[src/hw/rtl/erm_pkg.sv]
package erm_pkg;

    localparam int ANGLE_W   = 16;
    localparam int ELEM_W    = 16;
    localparam int DEF_STAGES = 16;
    localparam int FRAC      = 30;
    localparam int CW        = 34;
    localparam int EW        = 32;
    localparam int TW        = 34;

    localparam logic [1:0] AXIS_X = 2'd0;
    localparam logic [1:0] AXIS_Y = 2'd1;
    localparam logic [1:0] AXIS_Z = 2'd2;

    localparam logic signed [CW-1:0] GAIN_Q30    = 34'sd652032874;
    localparam logic signed [CW-1:0] PI_Q30      = 34'sd3373259426;
    localparam logic signed [CW-1:0] HALF_PI_Q30 = 34'sd1686629713;

    typedef struct packed {
        logic signed [ANGLE_W-1:0] first_angle;
        logic signed [ANGLE_W-1:0] second_angle;
        logic signed [ANGLE_W-1:0] third_angle;
        logic [1:0]                first_axis;
        logic [1:0]                second_axis;
        logic [1:0]                third_axis;
    } t_in;

    typedef struct packed {
        logic signed [ELEM_W-1:0] r00;
        logic signed [ELEM_W-1:0] r01;
        logic signed [ELEM_W-1:0] r02;
        logic signed [ELEM_W-1:0] r10;
        logic signed [ELEM_W-1:0] r11;
        logic signed [ELEM_W-1:0] r12;
        logic signed [ELEM_W-1:0] r20;
        logic signed [ELEM_W-1:0] r21;
        logic signed [ELEM_W-1:0] r22;
    } t_out;

    typedef logic signed [EW-1:0] t_el;
    typedef t_el t_mat [3][3];

    function automatic logic signed [CW-1:0] atan_q30(input int i);
        case (i)
            0: atan_q30 = 34'sd843314856;
            1: atan_q30 = 34'sd497837829;
            2: atan_q30 = 34'sd263043836;
            3: atan_q30 = 34'sd133525158;
            4: atan_q30 = 34'sd67021686;
            5: atan_q30 = 34'sd33543515;
            6: atan_q30 = 34'sd16775850;
            7: atan_q30 = 34'sd8388437;
            8: atan_q30 = 34'sd4194282;
            9: atan_q30 = 34'sd2097149;
            10: atan_q30 = 34'sd1048575;
            11: atan_q30 = 34'sd524287;
            12: atan_q30 = 34'sd262143;
            13: atan_q30 = 34'sd131071;
            14: atan_q30 = 34'sd65535;
            15: atan_q30 = 34'sd32767;
            16: atan_q30 = 34'sd16383;
            17: atan_q30 = 34'sd8191;
            18: atan_q30 = 34'sd4095;
            19: atan_q30 = 34'sd2047;
            20: atan_q30 = 34'sd1023;
            21: atan_q30 = 34'sd511;
            22: atan_q30 = 34'sd255;
            23: atan_q30 = 34'sd127;
            24: atan_q30 = 34'sd63;
            25: atan_q30 = 34'sd31;
            26: atan_q30 = 34'sd15;
            27: atan_q30 = 34'sd8;
            28: atan_q30 = 34'sd4;
            29: atan_q30 = 34'sd2;
            30: atan_q30 = 34'sd1;
            default: atan_q30 = 34'sd0;
        endcase
    endfunction

    function automatic t_mat elementary(input t_el c, input t_el s, input logic [1:0] axis);
        t_mat m;
        t_el one;
        one = t_el'(64'sd1 <<< FRAC);
        for (int r = 0; r < 3; r++) begin
            for (int k = 0; k < 3; k++) begin
                m[r][k] = (r == k) ? one : '0;
            end
        end
        unique case (axis)
            AXIS_X: begin
                m[1][1] = c; m[1][2] = -s; m[2][1] = s; m[2][2] = c;
            end
            AXIS_Y: begin
                m[0][0] = c; m[0][2] = s; m[2][0] = -s; m[2][2] = c;
            end
            AXIS_Z: begin
                m[0][0] = c; m[0][1] = -s; m[1][0] = s; m[1][1] = c;
            end
            default: ;
        endcase
        return m;
    endfunction

endpackage

[src/hw/rtl/erm_cordic.sv]
module erm_cordic
    import erm_pkg::*;
#(
    parameter int SINCOS_STAGES = DEF_STAGES
) (
    input  logic                      i_clk,
    input  logic                      i_en,
    input  logic signed [ANGLE_W-1:0] i_angle,
    input  logic [1:0]                i_axis,
    output t_el                       o_cos,
    output t_el                       o_sin,
    output logic [1:0]                o_axis
);

    localparam int ZSH = FRAC + 3 - ANGLE_W;

    logic signed [CW-1:0] r_x [SINCOS_STAGES+1];
    logic signed [CW-1:0] r_y [SINCOS_STAGES+1];
    logic signed [CW-1:0] r_z [SINCOS_STAGES+1];
    logic                 r_f [SINCOS_STAGES+1];
    logic [1:0]           r_a [SINCOS_STAGES+1];

    logic signed [CW-1:0] z_in;
    logic signed [CW-1:0] n_z;
    logic                 n_f;

    // range reduction into +-pi/2
    always_comb begin
        z_in = CW'(i_angle) <<< ZSH;
        n_z  = z_in;
        n_f  = 1'b0;
        if (z_in > HALF_PI_Q30) begin
            n_z = z_in - PI_Q30;
            n_f = 1'b1;
        end else if (z_in < -HALF_PI_Q30) begin
            n_z = z_in + PI_Q30;
            n_f = 1'b1;
        end
    end

    always_ff @(posedge i_clk) begin
        if (i_en) begin
            r_x[0] <= GAIN_Q30;
            r_y[0] <= '0;
            r_z[0] <= n_z;
            r_f[0] <= n_f;
            r_a[0] <= i_axis;
        end
    end

    for (genvar g = 0; g < SINCOS_STAGES; g++) begin : g_stage
        always_ff @(posedge i_clk) begin
            if (i_en) begin
                if (r_z[g] >= 0) begin
                    r_x[g+1] <= r_x[g] - (r_y[g] >>> g);
                    r_y[g+1] <= r_y[g] + (r_x[g] >>> g);
                    r_z[g+1] <= r_z[g] - atan_q30(g);
                end else begin
                    r_x[g+1] <= r_x[g] + (r_y[g] >>> g);
                    r_y[g+1] <= r_y[g] - (r_x[g] >>> g);
                    r_z[g+1] <= r_z[g] + atan_q30(g);
                end
                r_f[g+1] <= r_f[g];
                r_a[g+1] <= r_a[g];
            end
        end
    end

    assign o_cos  = r_f[SINCOS_STAGES] ? EW'(-r_x[SINCOS_STAGES]) : EW'(r_x[SINCOS_STAGES]);
    assign o_sin  = r_f[SINCOS_STAGES] ? EW'(-r_y[SINCOS_STAGES]) : EW'(r_y[SINCOS_STAGES]);
    assign o_axis = r_a[SINCOS_STAGES];

endmodule

[config.mk]
export PLATFORM = sky130hd
export DESIGN_NAME = erm_cordic
export DESIGN_NICKNAME = d
export VERILOG_FILES = /design/src/hw/rtl/erm_pkg.sv /design/src/hw/rtl/erm_cordic.sv
export SDC_FILE = /design/constraint.sdc
export NUM_CORES = 2
export LEC_CHECK = 0
export CAP_MARGIN = 20
export CORE_UTILIZATION = 61
export DETAILED_ROUTE_END_ITERATION = 6
export DONT_BUFFER_PORTS = 1
export GPL_ROUTABILITY_DRIVEN = 0
export PLACE_DENSITY = 0.81
export SLEW_MARGIN = 20
export SYNTH_ARGS = -nofsm -noshare
export SYNTH_HDL_FRONTEND = slang
export SYNTH_SLANG_ARGS = --single-unit
[constraint.sdc]
create_clock -name i_clk -period 7 [get_ports i_clk]
set_clock_uncertainty 0.1 [all_clocks]
set_input_delay 1.05 -clock i_clk [delete_from_list [all_inputs] [get_ports i_clk]]
set_output_delay 1.05 -clock i_clk [all_outputs]
set_load 0.05 [all_outputs]
* After elaboration in Yosys (flattened, before gate mapping) *
Memory sizes are Yosys's and may differ from the RTL's.
Cells that the tools add are included.
W data, S select, Z words.

storage, ports and cells
  logic and storage cells = 322
  output and inout port bits = 66
  memories = 5
  bits in registers = 0
  memory bits (writable) = 1,785

memory list
  name  depth  bits a word  rd ports  clocked after Yosys merged registers in  wr ports  line              text
  r_x   17     34           17        0                                        17        erm_cordic.sv:17  logic signed [CW-1:0] r_x [SINCOS_STAGES+1];
  r_y   17     34           17        0                                        17        erm_cordic.sv:18  logic signed [CW-1:0] r_y [SINCOS_STAGES+1];
  r_z   17     34           16        0                                        17        erm_cordic.sv:19  logic signed [CW-1:0] r_z [SINCOS_STAGES+1];
  r_a   17     2            17        0                                        17        erm_cordic.sv:21  logic [1:0] r_a [SINCOS_STAGES+1];
  r_f   17     1            17        0                                        17        erm_cordic.sv:20  logic r_f [SINCOS_STAGES+1];

operators by class
  bitwise operators = 48
  magnitude comparators = 18
  multiplexer cells = 152
  $add $sub $neg = 99

operators by type and width
  operator               number
  $mux W34               50
  $ge A34 B1 Y1 const B  16
  $mux W1                100
  $add A34 B19 Y34       2
  $add A34 B20 Y34       2
  $add A34 B21 Y34       2
  $add A34 B22 Y34       2
  $add A34 B23 Y34       2
  $add A34 B24 Y34       2
  $add A34 B25 Y34       2
  $add A34 B26 Y34       2
  $add A34 B27 Y34       2
  $add A34 B28 Y34       2
  $add A34 B29 Y34       2
  $add A34 B30 Y34       2
  $add A34 B31 Y34       2
  $add A34 B32 Y34       2
  $add A34 B33 Y34       2
  $sub A34 B19 Y34       2
  $sub A34 B20 Y34       2
  $sub A34 B21 Y34       2
  $sub A34 B22 Y34       2
  $sub A34 B23 Y34       2
  $sub A34 B24 Y34       2
  other kinds (50)       109

* Depth between registers and ports, before layout *
An unclocked memory read counts as a cell.

  depth in word-level cells = 6
  gate-level depth with buffers = 22
  mapped depth without buffers = 22

* Least setup slack after synthesis *
OpenSTA, ideal clock, no wires.

  path kind = input-to-reg
  from = input port i_en
  to = memory r_y[10][30] (data pin)
  slack = 963 ps
  cell stages on the path = 18
  path buffers = 3
  arrival = 5,679 ps
  cell sequence = clkbuf_1 > nand2_1 > clkinv_1 > clkbuf_1 > clkbuf_1 > mux2i_1 > fa_1 > a21o_1 > a21oi_1 > nor2b_1 > o2111a_1 > o311a_1 > or4_1 > a41o_1 > o41ai_2 > o21bai_1 > a21oi_1 > xnor2_1

RTL lines
  item                line              text
  start: declaration  erm_cordic.sv:7   input logic i_en,
  end: declaration    erm_cordic.sv:18

==> key figures <==
Timing
  • Finish-stage setup viols: 0
  • Hold slack: about 0.17 ns
  • Min Clock Period, post-route: between 6 and 7 ns
  • Setup repair after global routing missed its margin: no
  • Min setup slack post-route: between 0.15 and 0.2 ns
  • Worst-Margin Slew: 1.177 ns
  • Number of pins with negative max-slew slack in the final report: 0
  • Final Hold Violating Endpoints: 0
  • Part of the cycle the worst path needs: between 90% and 100%
  • Maximum clock rate: ~150 MHz
  • Max-Slew Margin vs Limit: approximately a fifth

Cells and area
  • FF/Latch Area: between 40000 and 50000 µm²
  • Area delta synth->final: 15.02%
  • Nets@finish: 16160
  • Area occupied by multi-input gates: 79310 µm²
  • Fraction of layout cells with a size suffix above 1: 12.23%
  • Number of inserted filler cells in the final layout: about 14000

Outcome
  • Violations in the final reports: design-rule violations
  • Status: finished, violations left

Synthesis
  • Yosys top cell area share: a little over a third
  • Cell with the most instances after synthesis: sky130_fd_sc_hd__edfxtp_1
  • Part of the Yosys area used for sequential elements: 35.72%
  • Flip-flop cell with the highest count after synthesis: sky130_fd_sc_hd__edfxtp_1
  • Mean area per synthesized cell: roughly 9.6 µm²
  • Number of nets in the synthesized netlist: between 10000 and 15000
  • Count of flip-flops with a built-in enable after synthesis: 1521
  • Count of warnings emitted by yosys: 0
  • Leading area contributor after synthesis: sky130_fd_sc_hd__edfxtp_1
  • Post-synthesis register bit count: approximately 1500
  • Leading post-synthesis cells by instance count: 1521 x sky130_fd_sc_hd__edfxtp_1, 1425 x sky130_fd_sc_hd__ha_1, 1320 x sky130_fd_sc_hd__xnor2_1
  • Cell area after synthesis: about 130000 µm²
  • Fraction of registers with async set/reset: 0%
  • Post-Syn Instances: about 13000
  • Yosys cell types: around 90
  • Main area contributors after synthesis: sky130_fd_sc_hd__edfxtp_1 36%, sky130_fd_sc_hd__ha_1 14%, sky130_fd_sc_hd__xnor2_1 9.0%

GRT
  • Largest net degree at the start of global routing: ~170
  • Met1 global-route usage: 39.42%
  • Routing layer with the top usage in global route: met2
  • GR Util All Layers: about a third
  • Global routing met2 resource utilization: 54.81%
  • Number of antenna violations at the first check in global routing: 7
  • Wire length of the first global-routing pass: about 560000 µm
  • Met3 usage: around 5.5%
  • Number of global-route vias before repair: around 110k
  • Remaining global-route overflow: 0

Place
  • Input/output buffers: 0
  • Placement-stage worst setup slack: -1.366 ns
  • Post-detail-place hpwl: 269300 µm

Critical path
  • Critical Path Fanout Max: 142
  • Required time at the worst-slack endpoint: 7.52 ns
  • Most prevalent standard cell on the critical path: sky130_fd_sc_hd__buf_16
  • CP Class: input pin to register
  • Worst reg2reg startpoint: r_x[9][9]$_DFFE_PP_
  • Worst-path cell with the longest stage delay: sky130_fd_sc_hd__buf_16
  • Worst setup EP type: register
  • Critical register-to-register path endpoint: r_y[10][30]$_DFFE_PP_
  • Arrival @ worst endpoint: between 7 and 8 ns
  • Number of cells on the worst reg-to-reg path: 22
  • Worst path max stage delay: just over 0.5 ns
  • Startpoint class of the critical path: input pin
  • Crit path cell chain: buf_16 > buf_16 > buf_16 > buf_16 > nand2_1 > inv_1 > buf_12 > buf_4 > a21oi_1 > xnor2_1 > ha_1 > buf_4 > nand4_1 > a21oi_1 > o211ai_1 > nand3_1 > o31ai_1 > o21ai_0 > o31a_1 > o2111a_1 > a2111oi_0 > buf_4 > a21oi_1 > xor2_1
  • Setup slack of the most critical reg-to-reg path: slightly above 0.9 ns

Die
  • Initial standard-cell utilization of the core: between 60% and 70%
  • Std-Cell Core Area: 207700 µm²
  • Die Span X: ~460 µm
  • Full die area: around 210000 µm²
  • Die Ht: roughly 460 µm
  • Cell Rows: roughly 170
  • Number of I/O pins: 86

Detailed routing
  • Drt pass-1 iters: 7
  • Final antenna-violating net count: 0
  • Vias per std cell: ~6.3
  • Residual DRC: 37
  • Overall routed net length: 352900 µm
  • Via Count: between 100k and 150k
  • Post-detailed-route wirelength per cell: about 20 µm
  • Iteration-0 DRC count of the detailed router: ~11000

Worst hold path
  • Startpoint of the lowest-slack hold path: i_axis[1]
  • Capture endpoint of the worst hold path: r_a[0][1]$_DFFE_PP_
  • Hold Path Class: input pin to register
  • Hold Path Cell Cnt: 0

Clocking
  • TritonCTS clock tree: yes
  • CTS H-tree depth: 4
  • Clock sink total: around 1500
  • Clock root cell: sky130_fd_sc_hd__clkbuf_16
  • Setup fix buffers added after clock tree synthesis: 0
  • Number of CTS-inserted buffers: 170
  • Post-CTS clock slew at the launch and capture registers of the worst setup and hold paths: roughly 0.06 ns
  • Number of hold buffers added after cts: 0
  • Clock insertion delay at the later pin of the skew report: 0.88 ns
  • Clock Path Buffers: 3

Job
  • Maxcap violations: 0
through the flow:
| step | utilization [%] | TNS [ns] | cell area [µm²] | cells |
|---|---|---|---|---|
| 4_1_cts | 70.79 | 0 | 147000 | 17600 |
| 3_5_place_dp | 67.97 | -235.45 | 141200 | 17280 |
| 6_report | 70.81 | 0 | 147100 | 17600 |
| 3_3_place_gp | 67.93 | -158.71 | 141100 | 17280 |
| 5_1_grt | 70.81 | 0 | 147100 | 17600 |
| 2_1_floorplan | - | 0 | 127900 | 13340 |
per-layer routing:
layer  part of all wire [%]  vias to the layer above
met1                     39                    52720
met5                  0.020                        -
met3                    8.3                     1262
li1                       -                    52390
met4                    5.8                       10
met2                     47                     5258
sequential cells by signal, summed over array words and instances (netlist names):
| name | cells |
|---|---|
| r_f | 16 |
| r_x | 482 |
| r_y | 509 |
| r_z | 480 |
| r_a | 34 |
layout by cell type, fill, tap and decap left out, types with 531 or more instances in the layout:
cell,n
sky130_fd_sc_hd__a21oi_1,1314
sky130_fd_sc_hd__a21o_1,651
sky130_fd_sc_hd__nand2_1,767
sky130_fd_sc_hd__inv_1,531
sky130_fd_sc_hd__xor2_1,595
sky130_fd_sc_hd__edfxtp_1,1521
sky130_fd_sc_hd__o21ai_0,775
sky130_fd_sc_hd__nor2_1,1041
sky130_fd_sc_hd__xnor2_1,1315
sky130_fd_sc_hd__buf_4,1376
sky130_fd_sc_hd__ha_1,1425
layout make-up:
type | instances | area share, %
flip-flops and latches | 1521 | 31.06
clock buffers | 197 | 2.976
inverters | 540 | 1.378
multi-input cells | 11040 | 53.93
diodes | 1 | 0.001702
clock inverters | 117 | 0.9605
repair buffers | 1393 | 7.322
well taps | 2788 | 2.372
cell families after synthesis:
logic type	after synthesis	share of synthesized area [%]
AOI/OAI and AO/OA	4103	20.43
xor gates and xnor gates	1915	13.12
adders and majority gates	1467	14.60
buffers and inverters	774	2.288
DFF	1521	35.72
muxes	92	0.7505
and+or+nand+nor	3466	13.09
critical path, delay by kind of cell:
kind / cells / cell delay (ns)
fa+ha+maj: 1 / 0.31
xor+xnor: 2 / 0.38
simple gates: 3 / 0.59
buf+inv: 9 / 2.53
compound gates: 9 / 1.87
worst max-delay path by stage:
stage	start	end	slack [ns]	depth (start not counted)
2_1_floorplan	i_en	r_y[10][30]$_DFFE_PP_	0.96	18
3_3_place_gp	i_en	r_z[15][33]$_DFFE_PP_	-1.27	20
3_5_place_dp	i_en	r_y[14][32]$_DFFE_PP_	-1.37	23
4_1_cts	i_en	r_z[15][33]$_DFFE_PP_	0.29	20
5_1_grt	i_en	r_y[14][32]$_DFFE_PP_	0.04	23
6_report	i_en	r_y[14][32]$_DFFE_PP_	0.19	24
timing repair:
item / CTS / global route
resized for setup: 0 / 0
endpoints found under the setup margin: 70 / 3
cloned: 2 / 1
Power is left out: the tool's default activity adds up to more than one toggle a clock period on the data nets, which glitch-free logic cannot reach.
